$ cat src/sv/unique_random_index_drawer_macros.svh
// Assertion macros shared by the unique random index drawer RTL.
// Depends on a clock named clk and an active-low reset named rst_n in scope.
`ifndef UNIQUE_RANDOM_INDEX_DRAWER_MACROS_SVH
`define UNIQUE_RANDOM_INDEX_DRAWER_MACROS_SVH

// Checks that the consequent holds in the same cycle as the antecedent.
`define URID_ASSERT_NOW(label, ante, cons) \
    label: assert property (@(posedge clk) disable iff (!rst_n) (ante) |-> (cons)) \
        else $error("urid assertion failed");

// Checks that the consequent holds in the cycle after the antecedent.
`define URID_ASSERT_NEXT(label, ante, cons) \
    label: assert property (@(posedge clk) disable iff (!rst_n) (ante) |=> (cons)) \
        else $error("urid assertion failed");

`endif

$ cat src/sv/urid_pkg.sv
// Shared constants and controller/datapath interface types for the index drawer.
// No dependencies; the controller, datapath, top level and testbench refer to it by scoped names.
package urid_pkg;

    localparam int MAX_ITEMS = 1024;
    localparam int INDEX_W   = $clog2(MAX_ITEMS);
    localparam int COUNT_W   = INDEX_W + 1;
    localparam int WORD_W    = 32;
    localparam int DIV_STEPS = WORD_W;

    // Commands from the controller to the datapath.
    typedef struct packed {
        logic cnt_clear;   // reset the shared step/address counter
        logic cnt_inc;     // advance the shared counter
        logic clr_write;   // write a zero into the bitmap at the counter address
        logic load_floor;  // load the divider with 2^32 - n
        logic load_word;   // load the divider with the incoming random word
        logic div_step;    // one restoring-division step
        logic floor_write; // store the finished remainder as the rejection floor
        logic ram_rd;      // read the bitmap at the candidate
        logic mark;        // mark the candidate, emit the result, bump the count
    } ctrl_cmd_t;

    // Status from the datapath to the controller.
    typedef struct packed {
        logic clr_last;    // counter is at the last bitmap address
        logic div_last;    // counter is at the last division step
        logic drawn_done;  // all indices of this run have been emitted
        logic small_n;     // configured count is below two
        logic below_floor; // incoming word falls in the rejected range
        logic seen;        // bitmap read data for the candidate
        logic out_free;    // output register can take a result this cycle
    } dp_status_t;

endpackage

$ cat src/sv/urid_ram.sv
// Generic single-port-write, single-port-read RAM with registered read data.
// No dependencies.
module urid_ram #(
    parameter int WIDTH = 1,
    parameter int DEPTH = 1024
) (
    input  logic                     clk,
    input  logic                     we,
    input  logic [$clog2(DEPTH)-1:0] waddr,
    input  logic [WIDTH-1:0]         wdata,
    input  logic                     re,
    input  logic [$clog2(DEPTH)-1:0] raddr,
    output logic [WIDTH-1:0]         rdata
);

    logic [WIDTH-1:0] mem [DEPTH];

    // Write port.
    always_ff @(posedge clk)
    begin
        if (we)
        begin
            mem[waddr] <= wdata;
        end
    end

    // Registered read port.
    always_ff @(posedge clk)
    begin
        if (re)
        begin
            rdata <= mem[raddr];
        end
    end

endmodule

$ cat src/sv/urid_ctrl.sv
// Controller state machine for the index drawer: clearing pass, floor
// computation, word acceptance, division and bitmap check. Uses urid_pkg.
module urid_ctrl (
    input  logic                   clk,
    input  logic                   rst_n,
    input  logic                   cfg_wr,
    input  logic                   in_valid,
    output logic                   in_ready,
    input  urid_pkg::dp_status_t   sts,
    output urid_pkg::ctrl_cmd_t    cmd
);

    localparam logic [2:0] S_CLEAR = 3'd0;
    localparam logic [2:0] S_FLOOR = 3'd1;
    localparam logic [2:0] S_IDLE  = 3'd2;
    localparam logic [2:0] S_DIV   = 3'd3;
    localparam logic [2:0] S_READ  = 3'd4;
    localparam logic [2:0] S_CHECK = 3'd5;

    logic [2:0] state_reg;
    logic [2:0] state_next;

    // State register; reset starts a clearing pass over the bitmap.
    always_ff @(posedge clk or negedge rst_n)
    begin
        if (!rst_n)
        begin
            state_reg <= S_CLEAR;
        end
        else
        begin
            state_reg <= state_next;
        end
    end

    // Next state and command decode.
    always_comb
    begin
        state_next = state_reg;
        cmd        = '0;
        in_ready   = 1'b0;

        unique case (state_reg)
            S_CLEAR:
            begin
                cmd.clr_write = 1'b1;
                cmd.cnt_inc   = 1'b1;
                if (sts.clr_last)
                begin
                    cmd.cnt_clear  = 1'b1;
                    cmd.load_floor = 1'b1;
                    state_next     = S_FLOOR;
                end
            end
            S_FLOOR:
            begin
                cmd.div_step = 1'b1;
                cmd.cnt_inc  = 1'b1;
                if (sts.div_last)
                begin
                    cmd.floor_write = 1'b1;
                    cmd.cnt_clear   = 1'b1;
                    state_next      = S_IDLE;
                end
            end
            S_IDLE:
            begin
                in_ready = 1'b1;
                if (in_valid)
                begin
                    cmd.load_word = 1'b1;
                    cmd.cnt_clear = 1'b1;
                    // Finished runs and rejected words leave without a result.
                    if (sts.drawn_done)
                    begin
                        state_next = S_IDLE;
                    end
                    else if (sts.small_n)
                    begin
                        state_next = S_READ;
                    end
                    else if (sts.below_floor)
                    begin
                        state_next = S_IDLE;
                    end
                    else
                    begin
                        state_next = S_DIV;
                    end
                end
            end
            S_DIV:
            begin
                cmd.div_step = 1'b1;
                cmd.cnt_inc  = 1'b1;
                if (sts.div_last)
                begin
                    cmd.cnt_clear = 1'b1;
                    state_next    = S_READ;
                end
            end
            S_READ:
            begin
                cmd.ram_rd = 1'b1;
                state_next = S_CHECK;
            end
            S_CHECK:
            begin
                // A repeated candidate is dropped; a new one waits for the output.
                if (sts.seen)
                begin
                    state_next = S_IDLE;
                end
                else if (sts.out_free)
                begin
                    cmd.mark   = 1'b1;
                    state_next = S_IDLE;
                end
            end
            default:
            begin
                state_next = S_CLEAR;
            end
        endcase

        // A count write restarts the run from a clearing pass and takes no word.
        if (cfg_wr)
        begin
            cmd        = '0;
            cmd.cnt_clear = 1'b1;
            in_ready   = 1'b0;
            state_next = S_CLEAR;
        end
    end

endmodule

$ cat src/sv/urid_dp.sv
// Datapath for the index drawer: count and floor registers, bit-serial
// remainder unit, seen bitmap RAM and output register. Uses urid_pkg, urid_ram.
module urid_dp (
    input  logic                              clk,
    input  logic                              rst_n,
    input  logic                              cfg_wr,
    input  logic [urid_pkg::COUNT_W-1:0]      range_count,
    input  logic [urid_pkg::WORD_W-1:0]       random_word,
    input  urid_pkg::ctrl_cmd_t               cmd,
    output urid_pkg::dp_status_t              sts,
    output logic                              out_valid,
    input  logic                              out_ready,
    output logic [urid_pkg::INDEX_W-1:0]      index_value,
    output logic [urid_pkg::INDEX_W-1:0]      position,
    output logic                              is_last
);

    logic [urid_pkg::COUNT_W-1:0] range_reg;
    logic [urid_pkg::COUNT_W-1:0] drawn_reg;
    logic [urid_pkg::INDEX_W-1:0] floor_reg;
    logic [urid_pkg::INDEX_W-1:0] cnt_reg;
    logic [urid_pkg::WORD_W-1:0]  dvd_reg;
    logic [urid_pkg::COUNT_W-1:0] rem_reg;
    logic                         out_valid_reg;
    logic [urid_pkg::INDEX_W-1:0] index_reg;
    logic [urid_pkg::INDEX_W-1:0] position_reg;
    logic                         last_reg;

    logic [urid_pkg::COUNT_W-1:0] count_sat;
    logic [urid_pkg::COUNT_W:0]   rem_shift;
    logic [urid_pkg::COUNT_W:0]   range_ext;
    logic [urid_pkg::COUNT_W-1:0] rem_step;
    logic [urid_pkg::WORD_W-1:0]  floor_dvd;
    logic [urid_pkg::INDEX_W-1:0] cand;
    logic [urid_pkg::COUNT_W-1:0] drawn_inc;
    logic                         ram_we;
    logic [urid_pkg::INDEX_W-1:0] ram_waddr;
    logic                         ram_rdata;

    // Written counts above the bitmap size saturate.
    assign count_sat = (range_count > urid_pkg::COUNT_W'(urid_pkg::MAX_ITEMS))
                     ? urid_pkg::COUNT_W'(urid_pkg::MAX_ITEMS) : range_count;

    // One restoring-division step: shift in the next dividend bit, subtract if it fits.
    assign rem_shift = {rem_reg, dvd_reg[urid_pkg::WORD_W-1]};
    assign range_ext = {1'b0, range_reg};
    assign rem_step  = (rem_shift >= range_ext)
                     ? urid_pkg::COUNT_W'(rem_shift - range_ext)
                     : urid_pkg::COUNT_W'(rem_shift);

    // 2^32 - n in 32 bits; its remainder by n is the rejection floor.
    assign floor_dvd = urid_pkg::WORD_W'(0)
                     - {{(urid_pkg::WORD_W - urid_pkg::COUNT_W){1'b0}}, range_reg};

    assign cand      = rem_reg[urid_pkg::INDEX_W-1:0];
    assign drawn_inc = drawn_reg + urid_pkg::COUNT_W'(1);

    // Run state: count, drawn total and rejection floor.
    always_ff @(posedge clk or negedge rst_n)
    begin
        if (!rst_n)
        begin
            range_reg <= '0;
            drawn_reg <= '0;
            floor_reg <= '0;
        end
        else
        begin
            if (cfg_wr)
            begin
                range_reg <= count_sat;
                drawn_reg <= '0;
            end
            else if (cmd.mark)
            begin
                drawn_reg <= drawn_inc;
            end
            if (cmd.floor_write)
            begin
                floor_reg <= sts.small_n ? '0 : rem_step[urid_pkg::INDEX_W-1:0];
            end
        end
    end

    // Shared counter for clearing addresses and division steps.
    always_ff @(posedge clk or negedge rst_n)
    begin
        if (!rst_n)
        begin
            cnt_reg <= '0;
        end
        else if (cmd.cnt_clear)
        begin
            cnt_reg <= '0;
        end
        else if (cmd.cnt_inc)
        begin
            cnt_reg <= cnt_reg + urid_pkg::INDEX_W'(1);
        end
    end

    // Remainder unit registers.
    always_ff @(posedge clk)
    begin
        if (cmd.load_floor)
        begin
            dvd_reg <= floor_dvd;
            rem_reg <= '0;
        end
        else if (cmd.load_word)
        begin
            dvd_reg <= random_word;
            rem_reg <= '0;
        end
        else if (cmd.div_step)
        begin
            dvd_reg <= {dvd_reg[urid_pkg::WORD_W-2:0], 1'b0};
            rem_reg <= rem_step;
        end
    end

    // Seen bitmap: cleared by the sweep, set when an index is drawn.
    assign ram_we    = cmd.clr_write | cmd.mark;
    assign ram_waddr = cmd.clr_write ? cnt_reg : cand;

    urid_ram #(
        .WIDTH (1),
        .DEPTH (urid_pkg::MAX_ITEMS)
    ) u_seen_ram (
        .clk   (clk),
        .we    (ram_we),
        .waddr (ram_waddr),
        .wdata (cmd.mark),
        .re    (cmd.ram_rd),
        .raddr (cand),
        .rdata (ram_rdata)
    );

    // Output register, loaded when a new index is drawn.
    always_ff @(posedge clk or negedge rst_n)
    begin
        if (!rst_n)
        begin
            out_valid_reg <= 1'b0;
        end
        else if (cmd.mark)
        begin
            out_valid_reg <= 1'b1;
        end
        else if (out_ready)
        begin
            out_valid_reg <= 1'b0;
        end
    end

    always_ff @(posedge clk)
    begin
        if (cmd.mark)
        begin
            index_reg    <= cand;
            position_reg <= drawn_reg[urid_pkg::INDEX_W-1:0];
            last_reg     <= (drawn_inc == range_reg);
        end
    end

    assign out_valid   = out_valid_reg;
    assign index_value = index_reg;
    assign position    = position_reg;
    assign is_last     = last_reg;

    // Status toward the controller.
    always_comb
    begin
        sts.clr_last    = (cnt_reg == urid_pkg::INDEX_W'(urid_pkg::MAX_ITEMS - 1));
        sts.div_last    = (cnt_reg == urid_pkg::INDEX_W'(urid_pkg::DIV_STEPS - 1));
        sts.drawn_done  = (drawn_reg >= range_reg);
        sts.small_n     = (range_reg < urid_pkg::COUNT_W'(2));
        sts.below_floor = (random_word
                           < {{(urid_pkg::WORD_W - urid_pkg::INDEX_W){1'b0}}, floor_reg});
        sts.seen        = ram_rdata;
        sts.out_free    = !out_valid_reg || out_ready;
    end

endmodule

$ cat src/sv/unique_random_index_drawer.sv
// Unique random index drawer: builds a random permutation of 0..n-1 from raw
// random words. Channels:
//   cfg   (cfg_valid/cfg_ready, range_count): sets n, saturated to 1024, and
//         starts a new run. cfg_ready is always high.
//   in    (in_valid/in_ready, random_word): one raw 32-bit random word per request.
//   out   (out_valid/out_ready, index_value, position, is_last): one new index.
// Each word is rejection-sampled, reduced mod n by a bit-serial remainder unit
// (one bit per cycle) unless n is below two, and checked against a seen bitmap RAM.
// Rejected, repeated and post-completion words produce no result.
// A word that goes through the divider passes the division, bitmap read and
// bitmap check states to the output register; with a count below two it skips
// the division. One word is in work at a time; the next is taken only in idle.
// After reset and after every count write, a clearing pass sweeps all 1024
// bitmap addresses and a division computes the rejection floor; in_ready
// stays low throughout both.
// The output register holds a result until taken; while the receiver stalls,
// the next word may still be accepted and divided, and it waits at the bitmap
// check until the output register is free.
// Depends on urid_pkg, urid_ctrl, urid_dp and the macros header.
`include "unique_random_index_drawer_macros.svh"

module unique_random_index_drawer (
    input  logic                              clk,
    input  logic                              rst_n,
    input  logic                              cfg_valid,
    output logic                              cfg_ready,
    input  logic [urid_pkg::COUNT_W-1:0]      range_count,
    input  logic                              in_valid,
    output logic                              in_ready,
    input  logic [urid_pkg::WORD_W-1:0]       random_word,
    output logic                              out_valid,
    input  logic                              out_ready,
    output logic [urid_pkg::INDEX_W-1:0]      index_value,
    output logic [urid_pkg::INDEX_W-1:0]      position,
    output logic                              is_last
);

    urid_pkg::ctrl_cmd_t  cmd;
    urid_pkg::dp_status_t sts;
    logic                 cfg_wr;

    // Count writes are always taken.
    assign cfg_ready = 1'b1;
    assign cfg_wr    = cfg_valid & cfg_ready;

    urid_ctrl u_ctrl (
        .clk      (clk),
        .rst_n    (rst_n),
        .cfg_wr   (cfg_wr),
        .in_valid (in_valid),
        .in_ready (in_ready),
        .sts      (sts),
        .cmd      (cmd)
    );

    urid_dp u_dp (
        .clk         (clk),
        .rst_n       (rst_n),
        .cfg_wr      (cfg_wr),
        .range_count (range_count),
        .random_word (random_word),
        .cmd         (cmd),
        .sts         (sts),
        .out_valid   (out_valid),
        .out_ready   (out_ready),
        .index_value (index_value),
        .position    (position),
        .is_last     (is_last)
    );

    // A marked index was never seen in this run and the run was not complete.
    `URID_ASSERT_NOW(a_mark_unseen, cmd.mark, !sts.seen && !sts.drawn_done)
    // Marking always fills the output register on the next cycle.
    `URID_ASSERT_NEXT(a_mark_fills_out, cmd.mark, out_valid)
    // No word is taken while the bitmap is being cleared.
    `URID_ASSERT_NOW(a_clear_blocks_in, cmd.clr_write, !in_ready)
    // A result is only written when the output register can take it.
    `URID_ASSERT_NOW(a_mark_out_free, cmd.mark, !out_valid || out_ready)

endmodule

$ cat config.mk
export PLATFORM = sky130hd
export DESIGN_NAME = unique_random_index_drawer
export DESIGN_NICKNAME = d
export VERILOG_FILES = /design/src/sv/urid_pkg.sv /design/src/sv/urid_ram.sv /design/src/sv/urid_ctrl.sv /design/src/sv/urid_dp.sv /design/src/sv/unique_random_index_drawer.sv
export VERILOG_INCLUDE_DIRS = /design/src /design/src/sv
export SDC_FILE = /design/constraint.sdc
export NUM_CORES = 2
export LEC_CHECK = 0
export ABC_CLOCK_PERIOD_IN_PS = 26000
export BUFFER_PORTS_ARGS = -buffer_cell sky130_fd_sc_hd__buf_2
export CAP_MARGIN = 10
export CORE_UTILIZATION = 50
export CTS_CLUSTER_SIZE = 40
export DETAILED_ROUTE_END_ITERATION = 10
export GPL_ROUTABILITY_DRIVEN = 0
export PLACE_DENSITY_LB_ADDON = 0.3
export SETUP_SLACK_MARGIN = 0.15
export SLEW_MARGIN = 15
export SYNTH_ARGS = -nofsm -noshare
export SYNTH_HDL_FRONTEND = slang
export SYNTH_SLANG_ARGS = --single-unit
$ cat constraint.sdc
create_clock -name clk -period 26 [get_ports clk]
set_input_delay 3.9 -clock clk [delete_from_list [all_inputs] [get_ports clk]]
set_output_delay 3.9 -clock clk [all_outputs]
set_load 0.03 [all_outputs]
Word level (Yosys, flattened, before mapping)

Memory sizes are Yosys's and may differ from the RTL's. A register that Yosys moved wholly into a read port is not among the register bits.
Cells that the tools add are included.

Add/sub/neg operators: 4
$lt $le $gt $ge: 5
Equality and inequality tests: 13
Mux-type cells: 42
Bitwise operators: 1
Reduce and logical (&&, ||, !) cells: 11

Operator list:

| kind                                                                           | number |
|---|---|
| 32-bit two-way mux                                                             | 3 |
| 11-bit two-way mux                                                             | 4 |
| 10-bit two-way mux                                                             | 4 |
| 32-bit by 10-bit less-than comparator with 1-bit output                        | 1 |
| 3-bit two-way mux                                                              | 9 |
| 1-bit two-way mux                                                              | 18 |
| 3-bit case mux with 6 select lines                                             | 1 |
| 12-bit by 11-bit greater-or-equal comparator with 1-bit output                 | 1 |
| 3-bit != test (second input constant)                                          | 4 |
| 1-bit by 11-bit subtractor with 12-bit output (first input constant)           | 1 |
| 11-bit by 1-bit adder with 11-bit output (second input constant)               | 1 |
| 11-bit == test                                                                 | 1 |
| 11-bit greater-or-equal comparator                                             | 1 |
| 11-bit > comparator (second input constant)                                    | 1 |
| 11-bit by 2-bit less-than comparator with 1-bit output (second input constant) | 1 |
| 11-bit subtractor                                                              | 1 |
| 10-bit by 1-bit adder with 10-bit output (second input constant)               | 1 |
| 10-bit == test (second input constant)                                         | 1 |
| 10-bit by 5-bit == test with 1-bit output (second input constant)              | 1 |
| 9-bit two-way mux                                                              | 1 |
| 3-bit by 2-bit == test with 1-bit output (second input constant)               | 2 |
| 3-bit == test (second input constant)                                          | 2 |
| 2-bit nonzero test                                                             | 3 |
| 5-bit AND reduction                                                            | 1 |
| 11 further kinds                                                               | 12 |

Flip-flop bits (word level): 110
Memory bits (writable): 1024
Input bits: 48
Output and inout port bits: 24
Word-level logic and storage cells: 88
Memories kept: 1

Memories:

| name                | depth | width | read ports | clocked after memory_dff | wr ports | RTL line       | text |
|---|---|---|---|---|---|---|---|
| u_dp.u_seen_ram.mem | 1024  | 1     | 1          | 1                        | 1        | urid_ram.sv:16 | `logic [WIDTH-1:0] mem [DEPTH];` |

Longest topological paths before layout

Word-level depth: 9
Depth in mapped cells: 13

Hierarchy

Synthesis repeated with hierarchy kept, for this count alone.

Cells, all modules: 3737
Area, all modules: 51116.5 um^2

By module, submodules not included:

| module                     | instances | cells each | area an instance (um^2) | seq. area each (um^2) |
|---|---|---|---|---|
| urid_ram                   | 1         | 3112       | 44666.6                 | 30779.5 |
| urid_dp                    | 1         | 576        | 6049.6                  | 2887.8 |
| urid_ctrl                  | 1         | 47         | 389.1                   | 75.1 |
| unique_random_index_drawer | 1         | 2          | 11.3                    | 0.0 |

Least setup slack after synthesis

Ideal clock, no wire load.

Path type: input port to flip-flop
From: in cfg_valid
To: mem u_dp.u_seen_ram.mem[0], data pin
Data arrival time: 15.851 ns
Slack: 7.572 ns
Stages on the path: 3
Buffers on the path: 0
Cells stage by stage: or3_1 -> nand2b_1 -> inv_1

RTL lines:

| element     | RTL line                         | text |
|---|---|---|
| from (decl) | unique_random_index_drawer.sv:25 | `input logic cfg_valid,` |
| to (decl)   | urid_ram.sv:16                   |  |

Final worst setup path

From: in cfg_valid
To: out in_ready

Word-level cells in the longest chain between the ends: 1

RTL lines:

| element           | RTL line                         | text |
|---|---|---|
| 1-bit two-way mux | urid_ctrl.sv:127                 | `if (cfg_wr)` |
| to (decl)         | unique_random_index_drawer.sv:29 | `output logic in_ready,` |

Every way passes these cells.

==> key figures <==
STA
  • Fin worst setup slack: 17.08 ns
  • Count of pins over their slew limit: 0
  • Worst-case headroom to the max-slew limit: 15.4%
  • Unrepaired setup endpoints after global routing: false
  • Highest clock rate: 112 MHz
  • Final critical delay including setup and external delays: 8.92 ns
  • Setup skew after layout: 0.0304 ns
  • Final setup TNS: 0 ns
  • Worst hold slack after final layout: 0.474 ns
  • Total of endpoints with negative setup slack in the final report: 0
  • Total count of hold-check failures in the final report: 0
  • Final Cycle Share: 34.3%
  • Worst slew pin tran: 1.26 ns

Placement
  • HPWL reported at the end of detailed placement: 74900 um
  • Port bufs: 70
  • Placed cells: 4868
  • Worst slack, placed: 17.09 ns

CTS
  • Clock Sink Count: 1135
  • CTS root buffer: sky130_fd_sc_hd__clkbuf_16
  • Hold buffers post-CTS: 0
  • CTS max path bufs: 3
  • Worst skew pair latency: 0.70 ns
  • Number of buffers inserted during clock tree synthesis: 113
  • Quantity of gates resized following cts: 0
  • Setup fix buffers added after clock tree synthesis: 0
  • CTS tree: done
  • Clock-pin transition on the worst setup and hold timing paths: 0.06 ns
  • Total number of H-tree levels: 3

Logic synthesis
  • Count of flip-flops with a built-in enable after synthesis: 1078
  • Mean instance size in the synthesized netlist: 13.8 um^2
  • Main flop type after synthesis: sky130_fd_sc_hd__edfxtp_1
  • Combined area of all synthesized cells: 0.0508 mm^2
  • Number of distinct library cells after synthesis: 76
  • Area share of the largest cell type after synthesis: 63.7%
  • Fraction of registers with async set/reset: 4.05%
  • Warnings, synthesis: 0
  • Net Count, Synth: 3762
  • Biggest area consumer among synthesized cells: sky130_fd_sc_hd__edfxtp_1
  • Share of synthesized area occupied by flip-flops and latches: 66.4%
  • Cells after synthesis: 3679
  • Synthesis-stage register bit count: 1135
  • Cell types occupying the most area after synthesis: sky130_fd_sc_hd__edfxtp_1, sky130_fd_sc_hd__mux4_2, sky130_fd_sc_hd__nor2_1

Power and ir drop
  • Power density over cell area: 88.8 mW/mm^2
  • Leakage power: 17.1 nW
  • IR Drop Worst-Case VDD: 0.0000890 V

Critical path
  • CP max-delay cell: sky130_fd_sc_hd__buf_2
  • Total buffers and inverters traversed by the critical path: 3
  • Startpoint Class: primary input
  • Worst endpoint data arrival time: 5.02 ns
  • Cell-by-cell listing of the critical path: buf_2, nor2_1, nand2_1, inv_1, buf_2
  • Largest incremental delay on the critical path: 0.48 ns
  • Largest delay contributor family on the critical path: buffers and inverters
  • Max FO, Critical Path: 34
  • Startpoint-to-endpoint class of the critical path: primary input to output port
  • Dominant cell type by count on the critical path: sky130_fd_sc_hd__buf_2
  • Data required time at the worst endpoint: 22.10 ns
  • Type of element capturing the critical path: output port

Final layout
  • Antenna Diode Count: 0
  • Final design utilization: 55.2%
  • Final #Nets: 3709
  • Total of fill cells in the finished design: 8261
  • Area overhead of the layout relative to synthesis: 9.06%
  • Max FFs per register: 1024
  • Share of cells above drive strength 1: 16.1%
  • Number of cells in the finished layout apart from fillers: 5075
  • Most common cell after layout, fill and taps aside: sky130_fd_sc_hd__nor2_1
  • Commonest non-fill, non-tap cells in the layout: sky130_fd_sc_hd__nor2_1, sky130_fd_sc_hd__edfxtp_1, sky130_fd_sc_hd__mux4_2

Floorplan
  • Standard-cell rows: 116
  • Initial Util: 50.6%
  • Die span in x: 321 um
  • Die Outline Area: 0.103 mm^2
  • Core region area: 0.100 mm^2
  • I/O pin cnt: 72
  • Die Y-Extent: 321 um

GRT
  • Total global-route track usage: 26.0%
  • Global-route wire length before repair: 197000 um
  • Maximum number of pins on one net before global-route repair: 266
  • Vias in the first global route: 30369
  • Remaining Overflow, GRT: 0
  • Antenna violations before repair: 3

Routing
  • Drt initial violations: 3829
  • Average vias per placed instance: 6.15
  • Post-Route WL: 134000 um
  • DR vias: 31229
  • 1st-pass router iterations: 5
  • Avg WL per Cell: 26.3 um
  • Drt drc: 0
  • Antenna Violating Nets Remaining: 0

Flow run
  • Max-cap violation count: 0

Run status
  • Outcome: finished, final reports clean

Min path
  • Worst hold-check path type: register to register
kinds of logic after synthesis:
family                   count (synthesis)  share of synthesized area (%)
XOR/XNOR                                44                          0.758
buffers and inverters                  351                           3.58
multiplexers                           346                           12.7
other                                    1                        0.00737
adder cells (fa/ha/maj)                 35                          0.876
flip-flops                            1135                           66.4
AO/OA/AOI/OAI                          311                           4.11
AND/OR/NAND/NOR                       1456                           11.6
cells in the mapped netlist (29+ instances only):
cell type                  count
sky130_fd_sc_hd__nor2_1     1103
sky130_fd_sc_hd__edfxtp_1   1078
sky130_fd_sc_hd__mux4_2      224
sky130_fd_sc_hd__nand2_1     171
sky130_fd_sc_hd__clkbuf_1    147
sky130_fd_sc_hd__mux2i_1     102
sky130_fd_sc_hd__buf_2        94
sky130_fd_sc_hd__o21ai_0      68
sky130_fd_sc_hd__a22oi_1      48
sky130_fd_sc_hd__dfrtp_1      46
sky130_fd_sc_hd__a21oi_1      41
sky130_fd_sc_hd__inv_1        35
sky130_fd_sc_hd__ha_1         34
sky130_fd_sc_hd__nand3_1      34
sky130_fd_sc_hd__xnor2_1      29
worst reg2reg max path, delay by kind of cell, from the launching register on:
kind	cells	cell delay, ns
multiplexers	1	0.65
buffers and inverters	2	1.37
AO/OA/AOI/OAI	5	1.42
AND/OR/NAND/NOR	2	1.30
flip-flops	1	0.67
power by group:
part           internal [mW]  leakage (nW)  switching, mW
logic                  0.497          4.68          0.792
clock network          0.885          1.72          0.683
registers               2.01          10.7         0.0527
total                   3.39          17.1           1.53
cell type report:
class,count,area (um^2),share of cell area [%]
clock inverter,59,457,0.824
tap,1357,1700,3.06
sequential,1135,33800,60.9
inverter,37,146,0.264
multi-input combinational,2193,15400,27.8
timing repair buffer,146,948,1.71
clock buffer,148,3030,5.47
final timing paths:
path                                  start                     to  slack [ns]  cells past startpoint
min in group asynchronous             rst_n      u_dp.drawn_reg[2]        3.21                      1
max reg2reg                 u_dp.rem_reg[0]  u_dp.u_seen_ram.rdata       20.30                     10
max                               cfg_valid               in_ready       17.08                      5
min reg2reg                u_dp.rem_reg[10]       u_dp.rem_reg[10]        0.47                      2
min                        u_dp.rem_reg[10]       u_dp.rem_reg[10]        0.47                      2
max in group asynchronous             rst_n      u_dp.floor_reg[4]       22.35                      1
through the flow:
step / cell area, um^2 / power [mW]
2_1_floorplan: 50800 / 3.03
3_3_place_gp: 51900 / 3.37
3_5_place_dp: 51900 / 3.38
4_1_cts: 55400 / 4.93
5_1_grt: 55500 / 5.08
6_report: 55500 / 4.92
routing by layer:
| metal | up-vias | part of all wire [%] | wire length [um] | track usage, % |
|---|---|---|---|---|
| met5 | - | 0.0097 | 13 | 0 |
| met4 | 2 | 3.6 | 4820 | 8.63 |
| met3 | 274 | 8.3 | 11100 | 4.42 |
| met2 | 1394 | 48 | 64500 | 42.6 |
| met1 | 16158 | 40 | 53000 | 35.5 |
| li1 | 13401 | - | - | - |
Note: power is estimated with default switching activity, not from simulation.
